**src/sv/ngga_pkg.sv**
```systemverilog
// shared types, constants and helper functions for the gga field extractor
// no dependencies; imported by every module of the block
package ngga_pkg;

  localparam int MAX_CHARS  = 82;
  localparam int SCAN_LIMIT = 69;
  localparam int SCAN_END   = (SCAN_LIMIT < MAX_CHARS) ? SCAN_LIMIT : MAX_CHARS;
  localparam int POS_W      = $clog2(MAX_CHARS + 1);
  localparam int HDR_LEN    = 5;
  localparam int FRAC_DIGITS = 4;
  localparam int COMMA_MAX  = 15;

  localparam int FIELD_LAT = 2;
  localparam int FIELD_LON = 4;
  localparam int FIELD_FIX = 6;
  localparam int FIELD_ALT = 9;

  localparam logic [7:0] CH_COMMA = 8'h2C;
  localparam logic [7:0] CH_POINT = 8'h2E;
  localparam logic [7:0] CH_ZERO  = 8'h30;
  localparam logic [7:0] CH_NINE  = 8'h39;
  localparam logic [7:0] CH_G     = 8'h47;
  localparam logic [7:0] CH_P     = 8'h50;
  localparam logic [7:0] CH_A     = 8'h41;

  typedef enum logic [1:0] {
    ST_HDR_BAD   = 2'd0,
    ST_NO_FIX    = 2'd1,
    ST_GPS_FIX   = 2'd2,
    ST_OTHER_FIX = 2'd3
  } status_t;

  // result kept as bcd digits until the output side
  typedef struct packed {
    status_t     status;
    logic [3:0]  fix_quality;
    logic [11:0] lat_deg;
    logic [23:0] lat_min;
    logic [11:0] lon_deg;
    logic [23:0] lon_min;
    logic [19:0] alt;
  } result_bcd_t;

  // six bcd digits to binary, most significant digit first
  function automatic logic [19:0] bcd_to_bin(input logic [23:0] bcd);
    logic [19:0] acc;
    acc = '0;
    for (int i = 5; i >= 0; i--) begin
      acc = 20'(acc * 20'd10) + 20'(bcd[4*i +: 4]);
    end
    return acc;
  endfunction

endpackage

```
**src/sv/ngga_scanner.sv**
```systemverilog
// per-sentence scan state, header check, field decoding and held values
// depends on ngga_pkg
module ngga_scanner (
  input  logic                 clk,
  input  logic                 rst,
  input  logic                 fire,
  input  logic [7:0]           char_byte,
  input  logic                 last_byte,
  output ngga_pkg::result_bcd_t res_next
);
  import ngga_pkg::*;

  typedef struct packed {
    logic [19:0] int_bcd;
    logic [15:0] frac_bcd;
    logic [2:0]  frac_cnt;
    logic        point_seen;
  } number_t;

  typedef struct packed {
    logic [11:0] deg;
    logic [23:0] min;
  } pos_bcd_t;

  function automatic pos_bcd_t to_pos(input number_t n);
    pos_bcd_t p;
    p.deg = n.int_bcd[19:8];
    p.min = {n.int_bcd[7:0], n.frac_bcd};
    return p;
  endfunction

  function automatic logic [19:0] to_alt(input number_t n);
    return {n.int_bcd[15:0], n.frac_bcd[15:12]};
  endfunction

  function automatic logic [7:0] header_char(input logic [2:0] idx);
    logic [7:0] ch;
    unique case (idx)
      3'd1:    ch = CH_G;
      3'd2:    ch = CH_P;
      3'd3:    ch = CH_G;
      3'd4:    ch = CH_G;
      default: ch = CH_A;
    endcase
    return ch;
  endfunction

  logic [POS_W-1:0] char_position, char_position_next;
  logic             header_ok, header_ok_next;
  logic [3:0]       comma_count, comma_count_next;
  number_t          number, number_next;
  logic [3:0]       fix_digit, fix_digit_next;
  logic             field_start, field_start_next;
  pos_bcd_t         pending_lat, pending_lat_next;
  pos_bcd_t         pending_lon, pending_lon_next;
  pos_bcd_t         held_lat, held_lat_next;
  pos_bcd_t         held_lon, held_lon_next;
  logic [19:0]      held_alt, held_alt_next;

  logic             is_digit;
  logic [3:0]       digit;
  status_t          status;

  assign is_digit = (char_byte >= CH_ZERO) && (char_byte <= CH_NINE);
  assign digit    = char_byte[3:0];

  always_comb begin
    header_ok_next   = header_ok;
    comma_count_next = comma_count;
    number_next      = number;
    fix_digit_next   = fix_digit;
    field_start_next = field_start;
    pending_lat_next = pending_lat;
    pending_lon_next = pending_lon;
    held_lat_next    = held_lat;
    held_lon_next    = held_lon;
    held_alt_next    = held_alt;
    status           = ST_NO_FIX;

    if (char_position == '0) begin
      header_ok_next   = 1'b1;
      comma_count_next = '0;
      number_next      = '0;
      fix_digit_next   = '0;
      pending_lat_next = '0;
      pending_lon_next = '0;
      field_start_next = 1'b0;
    end else if (char_position < POS_W'(SCAN_END)) begin
      if (char_position <= POS_W'(HDR_LEN) && char_byte != header_char(char_position[2:0])) begin
        header_ok_next = 1'b0;
      end
      if (char_byte == CH_COMMA) begin
        // close the field that the comma ends
        if (comma_count == 4'(FIELD_LAT)) begin
          pending_lat_next = to_pos(number_next);
        end else if (comma_count == 4'(FIELD_LON)) begin
          pending_lon_next = to_pos(number_next);
        end else if (comma_count == 4'(FIELD_ALT)) begin
          if (header_ok_next && fix_digit_next != '0) held_alt_next = to_alt(number_next);
        end
        number_next = '0;
        if (comma_count < 4'(COMMA_MAX)) comma_count_next = comma_count + 4'd1;
        field_start_next = 1'b1;
      end else begin
        if (comma_count == 4'(FIELD_FIX) && field_start) begin
          fix_digit_next = is_digit ? digit : 4'd0;
        end
        field_start_next = 1'b0;
        if (char_byte == CH_POINT) begin
          number_next.point_seen = 1'b1;
        end else if (is_digit) begin
          if (!number.point_seen) begin
            // keeping the last five digits is the modulo 100000
            number_next.int_bcd = {number.int_bcd[15:0], digit};
          end else if (number.frac_cnt < 3'(FRAC_DIGITS)) begin
            unique case (number.frac_cnt[1:0])
              2'd0: number_next.frac_bcd[15:12] = digit;
              2'd1: number_next.frac_bcd[11:8]  = digit;
              2'd2: number_next.frac_bcd[7:4]   = digit;
              2'd3: number_next.frac_bcd[3:0]   = digit;
            endcase
            number_next.frac_cnt = number.frac_cnt + 3'd1;
          end
        end
      end
    end

    if (last_byte) begin
      // end of sentence closes the open field
      if (comma_count_next == 4'(FIELD_LAT)) begin
        pending_lat_next = to_pos(number_next);
      end else if (comma_count_next == 4'(FIELD_LON)) begin
        pending_lon_next = to_pos(number_next);
      end else if (comma_count_next == 4'(FIELD_ALT)) begin
        if (header_ok_next && fix_digit_next != '0) held_alt_next = to_alt(number_next);
      end
      number_next = '0;
      priority if (!header_ok_next)       status = ST_HDR_BAD;
      else if (fix_digit_next == 4'd0)    status = ST_NO_FIX;
      else if (fix_digit_next == 4'd1)    status = ST_GPS_FIX;
      else                                status = ST_OTHER_FIX;
      if (status == ST_GPS_FIX || status == ST_OTHER_FIX) begin
        held_lat_next = pending_lat_next;
        held_lon_next = pending_lon_next;
      end
      char_position_next = '0;
    end else begin
      char_position_next = (char_position < POS_W'(MAX_CHARS)) ?
                           char_position + POS_W'(1) : POS_W'(MAX_CHARS);
    end
  end

  always_comb begin
    res_next.status      = status;
    res_next.fix_quality = header_ok_next ? fix_digit_next : 4'd0;
    res_next.lat_deg     = held_lat_next.deg;
    res_next.lat_min     = held_lat_next.min;
    res_next.lon_deg     = held_lon_next.deg;
    res_next.lon_min     = held_lon_next.min;
    res_next.alt         = held_alt_next;
  end

  always_ff @(posedge clk) begin
    if (rst) begin
      char_position <= '0;
      header_ok     <= 1'b1;
      comma_count   <= '0;
      number        <= '0;
      fix_digit     <= '0;
      field_start   <= 1'b0;
      pending_lat   <= '0;
      pending_lon   <= '0;
      held_lat      <= '0;
      held_lon      <= '0;
      held_alt      <= '0;
    end else if (fire) begin
      char_position <= char_position_next;
      header_ok     <= header_ok_next;
      comma_count   <= comma_count_next;
      number        <= number_next;
      fix_digit     <= fix_digit_next;
      field_start   <= field_start_next;
      pending_lat   <= pending_lat_next;
      pending_lon   <= pending_lon_next;
      held_lat      <= held_lat_next;
      held_lon      <= held_lon_next;
      held_alt      <= held_alt_next;
    end
  end

endmodule

```
**src/sv/ngga_result.sv**
```systemverilog
// result register with valid/stall handshake and bcd to binary conversion
// depends on ngga_pkg
module ngga_result (
  input  logic                  clk,
  input  logic                  rst,
  input  logic                  load,
  input  ngga_pkg::result_bcd_t res_next,
  input  logic                  result_stall,
  output logic                  result_valid,
  output logic [1:0]            status,
  output logic [3:0]            fix_quality,
  output logic [9:0]            lat_degrees,
  output logic [19:0]           lat_minutes_e4,
  output logic [9:0]            lon_degrees,
  output logic [19:0]           lon_minutes_e4,
  output logic [16:0]           altitude_dm
);
  import ngga_pkg::*;

  result_bcd_t res;
  logic [19:0] lat_deg_bin, lon_deg_bin, alt_bin;

  always_ff @(posedge clk) begin
    if (rst) begin
      result_valid <= 1'b0;
    end else if (load) begin
      result_valid <= 1'b1;
    end else if (!result_stall) begin
      result_valid <= 1'b0;
    end
  end

  always_ff @(posedge clk) begin
    if (load) res <= res_next;
  end

  assign lat_deg_bin    = bcd_to_bin({12'd0, res.lat_deg});
  assign lon_deg_bin    = bcd_to_bin({12'd0, res.lon_deg});
  assign alt_bin        = bcd_to_bin({4'd0, res.alt});

  assign status         = res.status;
  assign fix_quality    = res.fix_quality;
  assign lat_degrees    = lat_deg_bin[9:0];
  assign lat_minutes_e4 = bcd_to_bin(res.lat_min);
  assign lon_degrees    = lon_deg_bin[9:0];
  assign lon_minutes_e4 = bcd_to_bin(res.lon_min);
  assign altitude_dm    = alt_bin[16:0];

endmodule

```
**src/sv/nmea_gga_field_extractor_top.sv**
```systemverilog
// top level: byte input register, scanner and result register
// a last byte passes the input register, then loads the result register
// throughput: one byte request per cycle while byte_stall is low
// only a last byte is held back, while a finished result waits on result_stall
// reset (rst, synchronous, active high) clears scan state, held position and altitude
// depends on ngga_pkg, ngga_scanner, ngga_result
module nmea_gga_field_extractor_top (
  input  logic        clk,
  input  logic        rst,
  input  logic        byte_valid,
  output logic        byte_stall,
  input  logic [7:0]  char_byte,
  input  logic        last_byte,
  output logic        result_valid,
  input  logic        result_stall,
  output logic [1:0]  status,
  output logic [3:0]  fix_quality,
  output logic [9:0]  lat_degrees,
  output logic [19:0] lat_minutes_e4,
  output logic [9:0]  lon_degrees,
  output logic [19:0] lon_minutes_e4,
  output logic [16:0] altitude_dm
);
  import ngga_pkg::*;

  // input register
  logic        in_valid;
  logic [7:0]  in_char;
  logic        in_last;
  logic        byte_accept;
  // byte leaves the input register and updates the scan state
  logic        proc_fire;
  result_bcd_t res_next;

  // a last byte needs a free result slot; other bytes always proceed
  assign proc_fire   = in_valid && !(in_last && result_valid && result_stall);
  assign byte_stall  = in_valid && !proc_fire;
  assign byte_accept = byte_valid && !byte_stall;

  always_ff @(posedge clk) begin
    if (rst) begin
      in_valid <= 1'b0;
    end else if (byte_accept) begin
      in_valid <= 1'b1;
    end else if (proc_fire) begin
      in_valid <= 1'b0;
    end
  end

  // payload needs no reset
  always_ff @(posedge clk) begin
    if (byte_accept) begin
      in_char <= char_byte;
      in_last <= last_byte;
    end
  end

  ngga_scanner u_scanner (
    .clk       (clk),
    .rst       (rst),
    .fire      (proc_fire),
    .char_byte (in_char),
    .last_byte (in_last),
    .res_next  (res_next)
  );

  // result register, loaded by the byte that closes the sentence
  ngga_result u_result (
    .clk            (clk),
    .rst            (rst),
    .load           (proc_fire && in_last),
    .res_next       (res_next),
    .result_stall   (result_stall),
    .result_valid   (result_valid),
    .status         (status),
    .fix_quality    (fix_quality),
    .lat_degrees    (lat_degrees),
    .lat_minutes_e4 (lat_minutes_e4),
    .lon_degrees    (lon_degrees),
    .lon_minutes_e4 (lon_minutes_e4),
    .altitude_dm    (altitude_dm)
  );

endmodule
```
**config.mk**
```make
export PLATFORM = sky130hd
export DESIGN_NAME = nmea_gga_field_extractor_top
export DESIGN_NICKNAME = d
export VERILOG_FILES = /design/src/sv/ngga_pkg.sv /design/src/sv/ngga_scanner.sv /design/src/sv/ngga_result.sv /design/src/sv/nmea_gga_field_extractor_top.sv
export SDC_FILE = /design/constraint.sdc
export NUM_CORES = 1
export LEC_CHECK = 0
export ABC_AREA = 0
export BUFFER_PORTS_ARGS = -buffer_cell sky130_fd_sc_hd__buf_2
export CORE_ASPECT_RATIO = 0.9
export CORE_MARGIN = 10
export CORE_UTILIZATION = 51
export CTS_CLUSTER_SIZE = 8
export DETAILED_ROUTE_END_ITERATION = 6
export PLACE_DENSITY = 0.68
export SLEW_MARGIN = 20
export SYNTH_ARGS = -nofsm -noshare
export SYNTH_HDL_FRONTEND = slang
export SYNTH_SLANG_ARGS = --single-unit
export TNS_END_PERCENT = 10
```
**constraint.sdc**
```tcl
create_clock -name clk -period 18.5 [get_ports clk]
set_input_delay 1.85 -clock clk [delete_from_list [all_inputs] [get_ports clk]]
set_output_delay 1.85 -clock clk [all_outputs]
set_load 0.005 [all_outputs]
```
==> run_summary.xml, run 1 <==
<?xml version="1.0" encoding="UTF-8"?>
<metrics>
  <group name="sta">
    <metric name="number_of_endpoints_failing_setup_at_the_final_stage" unit="">0</metric>
    <metric name="tightestPinTransition" unit="ps">1200</metric>
    <metric name="hold_viol_final" unit="">0</metric>
    <metric name="period_needed" unit="ps">12210</metric>
    <metric name="max_freq" unit="GHz">0.0819</metric>
    <metric name="grt_setup_unrepaired" unit="">false</metric>
    <metric name="tns" unit="ps">0</metric>
    <metric name="period_share" unit="">0.660</metric>
    <metric name="report.final.slew_viol_count" unit="">0</metric>
    <metric name="finalClockSkew" unit="ps">25.9</metric>
    <metric name="relSlewSlack" unit="">0.203</metric>
  </group>
  <group name="global_route">
    <metric name="globalRouteTotalUtil" unit="">0.199</metric>
    <metric name="number_of_antenna_violations_at_the_first_check_in_global_routing" unit="">0</metric>
    <metric name="globalRouteMet3Util" unit="">0.0194</metric>
    <metric name="grt_max_degree" unit="">121</metric>
    <metric name="first_global_vias" unit="">23145</metric>
    <metric name="use_met1" unit="">0.261</metric>
    <metric name="gr-usage-met2" unit="">0.347</metric>
    <metric name="busiest_layer" unit="">met2</metric>
    <metric name="grt_pass1_wl" unit="µm">113000</metric>
    <metric name="global_route.overflow_total" unit="">0</metric>
  </group>
  <group name="clock_network">
    <metric name="buffers_inserted_during_post_cts_setup_optimization" unit="">0</metric>
    <metric name="clkLatencyLatePin" unit="ps">550</metric>
    <metric name="clock_tree_from_tritoncts" unit="">done</metric>
    <metric name="htree_levels" unit="">2</metric>
    <metric name="cts_hold_buf" unit="">0</metric>
    <metric name="cts-root-to-sink-buffers" unit="">3</metric>
    <metric name="cts.sink_count" unit="">330</metric>
    <metric name="cts_root_buffer" unit="">sky130_fd_sc_hd__clkbuf_16</metric>
    <metric name="clkSlewWorstSetupHoldPaths" unit="ps">50</metric>
    <metric name="cts_buffers" unit="">47</metric>
    <metric name="post_cts_resized" unit="">0</metric>
  </group>
  <group name="synth">
    <metric name="postSynthRegisterBits" unit="">330</metric>
    <metric name="syn_avg_cell_area" unit="µm²">8.64</metric>
    <metric name="synth.distinct_cells" unit="">92</metric>
    <metric name="synth_sequential_area_ratio" unit="">0.270</metric>
    <metric name="synth_warnings" unit="">0</metric>
    <metric name="postSynth.topFlopCell" unit="">sky130_fd_sc_hd__dfxtp_1</metric>
    <metric name="synth_enable_flop_cells" unit="">107</metric>
    <metric name="postSynth.asyncResetShare" unit="">0</metric>
    <metric name="cells_after_synthesis" unit="">3293</metric>
    <metric name="synth_area" unit="µm²">28500</metric>
  </group>
  <group name="detailed_routing">
    <metric name="detail-route-antenna-nets" unit="">0</metric>
    <metric name="firstDrtPassIters" unit="">7</metric>
    <metric name="via_count" unit="">23455</metric>
    <metric name="routed_wire_length_per_instance" unit="µm">16.5</metric>
    <metric name="vias_per_cell" unit="">5.80</metric>
    <metric name="finalWirelength" unit="µm">66900</metric>
    <metric name="initialDrtViolationCount" unit="">1582</metric>
    <metric name="post-route-drc-count" unit="">0</metric>
  </group>
  <group name="pwr">
    <metric name="irDropWorstVdd" unit="µV">76.2</metric>
    <metric name="leakage" unit="nW">13.4</metric>
    <metric name="totalPowerFinal" unit="W">0.00222</metric>
    <metric name="power_per_cell_area" unit="nW/µm²">72.4</metric>
  </group>
  <group name="cells_and_area">
    <metric name="final_cell_count_without_fillers" unit="">4045</metric>
    <metric name="layout.cells.most_common_list" unit="">366 x sky130_fd_sc_hd__ha_1, 353 x sky130_fd_sc_hd__nand2_1, 342 x sky130_fd_sc_hd__nor2_1</metric>
    <metric name="finish.net_count" unit="">3718</metric>
    <metric name="layout.area.seq" unit="µm²">7680</metric>
    <metric name="final_cell_area" unit="µm²">30600</metric>
    <metric name="area_delta_synth_final" unit="%">7.67</metric>
    <metric name="drive_above_1_share" unit="">0.0702</metric>
    <metric name="layout.cells.most_common" unit="">sky130_fd_sc_hd__ha_1</metric>
    <metric name="fillers" unit="">4944</metric>
    <metric name="post-route-util" unit="">0.553</metric>
    <metric name="antenna-diode-count" unit="">0</metric>
    <metric name="footprint_of_the_multi_input_gates" unit="µm²">19600</metric>
  </group>
  <group name="worst_setup_path">
    <metric name="cpMaxStageDelayCell" unit="">sky130_fd_sc_hd__or4_1</metric>
    <metric name="worst_setup_path_start_kind" unit="">flip-flop</metric>
    <metric name="critical_path_arrival" unit="ps">10360</metric>
    <metric name="cp-startpoint" unit="">u_result.res[79]</metric>
    <metric name="path_class" unit="">flip-flop to output pin</metric>
    <metric name="worst-path-stages" unit="">33</metric>
    <metric name="worstPathMaxFanout" unit="">6</metric>
    <metric name="endpoint" unit="">lat_minutes_e4[19]</metric>
    <metric name="end_kind" unit="">output pin</metric>
    <metric name="cell_depth_of_the_worst_flop_to_flop_path" unit="">10</metric>
    <metric name="critical-path-top-delay-family" unit="">adder cells</metric>
    <metric name="worst_flop_to_flop_path_startpoint" unit="">in_char[3]</metric>
    <metric name="destination_of_the_worst_register_to_register_timing_path" unit="">u_scanner.pending_lon[33]</metric>
    <metric name="cp_slowest_stage_delay" unit="ps">550</metric>
    <metric name="crit_top_cell" unit="">sky130_fd_sc_hd__ha_1</metric>
    <metric name="crit_path_buf_inv_count" unit="">2</metric>
    <metric name="ff2ff_setup_slack" unit="ps">14010</metric>
    <metric name="cp_data_required_time" unit="ps">16650</metric>
  </group>
  <group name="status">
    <metric name="run_status" unit="">complete, no violations</metric>
  </group>
  <group name="die">
    <metric name="initial_core_util" unit="">0.514</metric>
    <metric name="floorplan.die.height" unit="µm">244</metric>
    <metric name="floorplan.die_area" unit="µm²">65600</metric>
    <metric name="core_area" unit="µm²">55400</metric>
    <metric name="ioPinCount" unit="">98</metric>
    <metric name="chipWidth" unit="µm">269</metric>
    <metric name="row_count" unit="">82</metric>
  </group>
  <group name="placement">
    <metric name="dpl.cell_count" unit="">3968</metric>
    <metric name="detailed_place_hpwl" unit="µm">47400</metric>
    <metric name="quantity_of_i_o_buffers_inserted_on_ports" unit="">97</metric>
    <metric name="placedInstanceArea" unit="µm²">29300</metric>
    <metric name="finalWeightedCongestion" unit="">0.870</metric>
  </group>
  <group name="min_path">
    <metric name="holdCritPathClass" unit="">flip-flop to flip-flop</metric>
  </group>
  <group name="flow_run">
    <metric name="drv_cap" unit="">0</metric>
  </group>
</metrics>
-- worst reg2reg max path, delay by kind of cell (launching register included) --
family                 cells  cell delay, ps
AOI/OAI and AO/OA          3             700
buffers and inverters      1             390
muxes                      1             210
and+or+nand+nor            5            2360
DFF                        1             740
-- cells in the mapped netlist, types with 32 or more instances --
cell type,count,share of area
sky130_fd_sc_hd__o21ai_0,78,0.014
sky130_fd_sc_hd__mux2i_1,181,0.064
sky130_fd_sc_hd__edfxtp_1,107,0.11
sky130_fd_sc_hd__dfxtp_1,223,0.16
sky130_fd_sc_hd__xor2_1,129,0.040
sky130_fd_sc_hd__inv_1,131,0.017
sky130_fd_sc_hd__a21o_1,58,0.015
sky130_fd_sc_hd__a211oi_1,82,0.022
sky130_fd_sc_hd__clkbuf_1,100,0.013
sky130_fd_sc_hd__nor2b_1,32,0.0070
sky130_fd_sc_hd__nor3_1,64,0.011
sky130_fd_sc_hd__a21oi_1,319,0.056
sky130_fd_sc_hd__nor2_1,344,0.045
sky130_fd_sc_hd__xnor2_1,170,0.052
sky130_fd_sc_hd__nand3_1,54,0.0095
sky130_fd_sc_hd__nand2_1,354,0.047
sky130_fd_sc_hd__fa_1,36,0.025
sky130_fd_sc_hd__ha_1,366,0.16
sky130_fd_sc_hd__a22oi_1,47,0.012
-- kinds of logic (layout without fill, tap and decap cells) --
family	after synthesis	after routing	share of synthesized area
AO/OA/AOI/OAI	741	741	0.164
XOR/XNOR	302	302	0.0944
adder cells (fa/ha/maj)	402	402	0.186
buffers and inverters	286	322	0.0432
flip-flops	330	330	0.270
multiplexers	222	222	0.0799
other	1	3	0.000132
AND/OR/NAND/NOR	1009	1009	0.162
-- per-stage QoR --
step           hold WS, ps  worst slack [ps]
2_1_floorplan          432              7770
3_3_place_gp           439              7150
3_5_place_dp           445              6860
4_1_cts                452              6280
5_1_grt                466              5570
6_report               450              6290
-- cell type report --
cell class	instances	area share
timing repair buffer	113	0.0202
tap	714	0.0292
clock inverter	2	0.000939
sequential	330	0.251
multi-input combinational	2679	0.640
inverter	132	0.0162
clock buffer	75	0.0432
-- where the power goes --
part | leakage [nW] | internal [W] | switching [W]
Clock | 0.648 | 0.000485 | 0.000310
Combinational | 9.75 | 0.000278 | 0.000375
Sequential | 2.99 | 0.000759 | 0.00000941
-- metal layers --
metal,vias up,share of wire
met1,11169,0.46
met3,82,0.039
met5,-,0
met4,0,0.019
li1,11739,-
met2,465,0.48
-- flip-flops by register name, indices dropped and copies added, names as in the netlist --
name / flops
u_result.result_valid: 1
u_scanner.held_lon: 36
in_valid: 1
u_scanner.held_lat: 36
u_scanner.comma_count: 4
in_char: 8
u_scanner.pending_lon: 36
u_result.res: 92
u_scanner.pending_lat: 36
u_scanner.char_position: 7
u_scanner.fix_digit: 4
u_result.status: 2
u_scanner.header_ok: 1
in_last: 1
u_scanner.field_start: 1
u_scanner.number: 40
u_scanner.held_alt: 20
u_result.fix_quality: 4
-- how the worst min path moves through the flow --
stage	from	slack, ps	depth (start not counted)	endpoint
2_1_floorplan	u_scanner.header_ok	430	1	u_scanner.header_ok
3_3_place_gp	u_scanner.held_alt[12]	440	2	u_scanner.held_alt[12]
3_5_place_dp	u_scanner.held_alt[1]	450	2	u_scanner.held_alt[1]
4_1_cts	u_scanner.held_alt[1]	450	2	u_scanner.held_alt[1]
5_1_grt	u_scanner.held_lat[29]	470	2	u_scanner.held_lat[29]
6_report	u_scanner.held_alt[1]	450	2	u_scanner.held_alt[1]
No activity file was read; power rests on OpenSTA's default activity.
==> run 2, diff against run 1 <==
- PLACE_DENSITY: 0.68 -> 0.7
- clock period: 18.5 -> 10.75 ns (I/O delays scaled with it)
==> run 2 against run 1 <==
  * Design area rose by 4.9%
  * Utilization is 2.7 points higher
  * Routed wire length increased by 1.0%
  * Die area is the same
  * Sequential cell count unchanged
  * Register-to-register slack worse by 8100 ps
  * Largest power group unchanged
  * Non-clock buffer count up 46
  * Combinational power rose by 93%
  * First-iteration DRC count is 6.7% higher
  * Cell count is 1.2% higher
  * Global-route usage fell by 0.81 points
  * Largest cell class unchanged
  * Critical path depth rose by 6
==> run_summary.xml, run 2 (same netlist as run 1, synthesis figures left out) <==
<?xml version="1.0" encoding="UTF-8"?>
<metrics>
  <group name="clock_network">
    <metric name="clkSlewWorstSetupHoldPaths" unit="ps">50</metric>
    <metric name="cts.sink_count" unit="">330</metric>
    <metric name="clkLatencyLatePin" unit="ps">550</metric>
    <metric name="cts_hold_buf" unit="">0</metric>
    <metric name="cts_root_buffer" unit="">sky130_fd_sc_hd__clkbuf_16</metric>
    <metric name="clock_tree_from_tritoncts" unit="">done</metric>
    <metric name="htree_levels" unit="">2</metric>
    <metric name="cts_buffers" unit="">47</metric>
    <metric name="cts-root-to-sink-buffers" unit="">3</metric>
  </group>
  <group name="worst_setup_path">
    <metric name="path_class" unit="">flip-flop to output pin</metric>
    <metric name="cpMaxStageDelayCell" unit="">sky130_fd_sc_hd__or4_4</metric>
    <metric name="worstPathMaxFanout" unit="">6</metric>
    <metric name="worst_setup_path_start_kind" unit="">flip-flop</metric>
    <metric name="cp-startpoint" unit="">u_result.res[77]</metric>
    <metric name="cp_slowest_stage_delay" unit="ps">570</metric>
    <metric name="cell_depth_of_the_worst_flop_to_flop_path" unit="">10</metric>
    <metric name="worst_flop_to_flop_path_startpoint" unit="">u_scanner.char_position[3]</metric>
    <metric name="worst-path-stages" unit="">39</metric>
    <metric name="critical_path_arrival" unit="ps">9610</metric>
    <metric name="crit_path_buf_inv_count" unit="">5</metric>
    <metric name="cp_data_required_time" unit="ps">9680</metric>
    <metric name="endpoint" unit="">lat_minutes_e4[19]</metric>
    <metric name="ff2ff_setup_slack" unit="ps">5920</metric>
    <metric name="destination_of_the_worst_register_to_register_timing_path" unit="">u_scanner.pending_lat[35]</metric>
    <metric name="critical-path-top-delay-family" unit="">adder cells</metric>
    <metric name="crit_top_cell" unit="">sky130_fd_sc_hd__ha_1</metric>
    <metric name="end_kind" unit="">output pin</metric>
  </group>
  <group name="die">
    <metric name="core_area" unit="µm²">55400</metric>
    <metric name="floorplan.die_area" unit="µm²">65600</metric>
    <metric name="initial_core_util" unit="">0.514</metric>
    <metric name="row_count" unit="">82</metric>
    <metric name="ioPinCount" unit="">98</metric>
    <metric name="chipWidth" unit="µm">269</metric>
    <metric name="floorplan.die.height" unit="µm">244</metric>
  </group>
  <group name="global_route">
    <metric name="globalRouteTotalUtil" unit="">0.191</metric>
    <metric name="global_route.overflow_total" unit="">0</metric>
    <metric name="grt_max_degree" unit="">103</metric>
    <metric name="number_of_antenna_violations_at_the_first_check_in_global_routing" unit="">0</metric>
    <metric name="grt_pass1_wl" unit="µm">107000</metric>
    <metric name="first_global_vias" unit="">21514</metric>
  </group>
  <group name="detailed_routing">
    <metric name="routed_wire_length_per_instance" unit="µm">16.5</metric>
    <metric name="firstDrtPassIters" unit="">5</metric>
    <metric name="post-route-drc-count" unit="">0</metric>
    <metric name="vias_per_cell" unit="">5.72</metric>
    <metric name="initialDrtViolationCount" unit="">1688</metric>
    <metric name="finalWirelength" unit="µm">67500</metric>
    <metric name="via_count" unit="">23402</metric>
    <metric name="detail-route-antenna-nets" unit="">0</metric>
  </group>
  <group name="cells_and_area">
    <metric name="layout.cells.most_common_list" unit="">353 x sky130_fd_sc_hd__nand2_1, 338 x sky130_fd_sc_hd__ha_1, 337 x sky130_fd_sc_hd__nor2_1</metric>
    <metric name="fillers" unit="">4792</metric>
    <metric name="regMostFlops" unit="">u_result.res</metric>
    <metric name="drive_above_1_share" unit="">0.128</metric>
    <metric name="layout_top_registers" unit="">u_result.res (92), u_scanner.number (40)</metric>
    <metric name="post-route-util" unit="">0.580</metric>
    <metric name="footprint_of_the_multi_input_gates" unit="µm²">20800</metric>
    <metric name="largest_register_ff_count" unit="">92</metric>
    <metric name="layout.area.seq" unit="µm²">7680</metric>
    <metric name="final_cell_count_without_fillers" unit="">4092</metric>
    <metric name="finish.net_count" unit="">3764</metric>
    <metric name="antenna-diode-count" unit="">0</metric>
    <metric name="layout.cells.most_common" unit="">sky130_fd_sc_hd__nand2_1</metric>
    <metric name="area_delta_synth_final" unit="%">12.9</metric>
  </group>
  <group name="sta">
    <metric name="finalClockSkew" unit="ps">29.2</metric>
    <metric name="report.final.slew_viol_count" unit="">0</metric>
    <metric name="grt_setup_unrepaired" unit="">true</metric>
    <metric name="setup_slack" unit="ps">64.1</metric>
    <metric name="tightestPinTransition" unit="ps">1140</metric>
    <metric name="hold_viol_final" unit="">0</metric>
    <metric name="number_of_endpoints_failing_setup_at_the_final_stage" unit="">0</metric>
    <metric name="period_share" unit="">0.994</metric>
    <metric name="period_needed" unit="ps">10690</metric>
    <metric name="relSlewSlack" unit="">0.242</metric>
    <metric name="max_freq" unit="GHz">0.0936</metric>
  </group>
  <group name="placement">
    <metric name="dpl_worst_slack" unit="ps">55.7</metric>
    <metric name="finalWeightedCongestion" unit="">0.832</metric>
    <metric name="quantity_of_i_o_buffers_inserted_on_ports" unit="">97</metric>
    <metric name="detailed_place_hpwl" unit="µm">46100</metric>
    <metric name="dpl.cell_count" unit="">3971</metric>
  </group>
  <group name="status">
    <metric name="run_status" unit="">complete, no violations</metric>
  </group>
  <group name="pwr">
    <metric name="power_per_cell_area" unit="nW/µm²">122</metric>
    <metric name="leakage" unit="nW">14.0</metric>
    <metric name="irDropWorstVdd" unit="µV">113</metric>
  </group>
  <group name="min_path">
    <metric name="holdCritPathClass" unit="">flip-flop to flip-flop</metric>
  </group>
  <group name="flow_run">
    <metric name="drv_cap" unit="">0</metric>
  </group>
</metrics>
==> run 2: changes by cell type in the layout (fill, tap and decap cells not counted), moves of 18 or more <==
cell                      change
sky130_fd_sc_hd__buf_4       +48
sky130_fd_sc_hd__ha_1        -28
sky130_fd_sc_hd__ha_4        +18
sky130_fd_sc_hd__xnor2_1     -35
sky130_fd_sc_hd__xnor2_2     +30
sky130_fd_sc_hd__xor2_1      -20
sky130_fd_sc_hd__xor2_2      +19
==> run 2: worst register-to-register path, stage by stage (launching register included) <==
cell and delay [ps]:
sky130_fd_sc_hd__dfxtp_1 360, sky130_fd_sc_hd__nor4_1 410, sky130_fd_sc_hd__and3b_2 540, sky130_fd_sc_hd__buf_4 760
sky130_fd_sc_hd__a21oi_1 130, sky130_fd_sc_hd__or4_2 670, sky130_fd_sc_hd__buf_4 360, sky130_fd_sc_hd__or2_2 710
sky130_fd_sc_hd__buf_4 380, sky130_fd_sc_hd__mux2i_1 170, sky130_fd_sc_hd__a211oi_1 260
==> run 2: timing repair <==
action                     CTS  global route
pin swaps                    5            63
setup endpoints to repair    5            10
gates resized for setup     35           155
buffers inserted             5            38
==> run 2: worst min path at each step <==
stage | slack, ps | depth (start not counted) | from | to
floorplan | 430 | 1 | u_scanner.header_ok | u_scanner.header_ok
global placement | 440 | 2 | u_scanner.held_alt[10] | u_scanner.held_alt[10]
detailed placement | 450 | 2 | u_scanner.held_alt[4] | u_scanner.held_alt[4]
CTS | 450 | 2 | u_scanner.held_lon[6] | u_scanner.held_lon[6]
global route | 470 | 2 | u_scanner.held_lon[6] | u_scanner.held_lon[6]
finish | 450 | 2 | u_scanner.held_lon[27] | u_scanner.held_lon[27]
==> run 2: layout make-up <==
type                    instances  share of cell area
well taps                     714              0.0278
flip-flops and latches        330               0.239
clock inverters                 3             0.00105
multi-input cells            2679               0.646
clock buffers                  75              0.0406
inverters                     132              0.0154
repair buffers                159              0.0298
==> run 2: per-layer routing <==
| layer | wire length (µm) | up-vias | track usage |
|---|---|---|---|
| met5 | 0 | - | 0 |
| met1 | 31700 | 10997 | 0.269 |
| met4 | 1240 | 0 | 0.0441 |
| li1 | - | 11863 | - |
| met3 | 2730 | 83 | 0.0190 |
| met2 | 31800 | 459 | 0.311 |
==> run 2: where the power goes <==
part | internal (W) | switching, W
combinational | 0.000552 | 0.000708
clock | 0.000820 | 0.000530
sequential | 0.00131 | 0.0000155
total | 0.00268 | 0.00125
==> run 2: metrics by stage <==
step           TNS [ps]  area (µm²)  power [W]  hold slack [ps]
2_1_floorplan         0       28500    0.00217              432
3_3_place_gp          0       29300    0.00246              441
3_5_place_dp          0       29300    0.00247              445
4_1_cts           -59.4       30900    0.00385              454
5_1_grt            -551       32100    0.00414              465
6_report              0       32100    0.00393              453
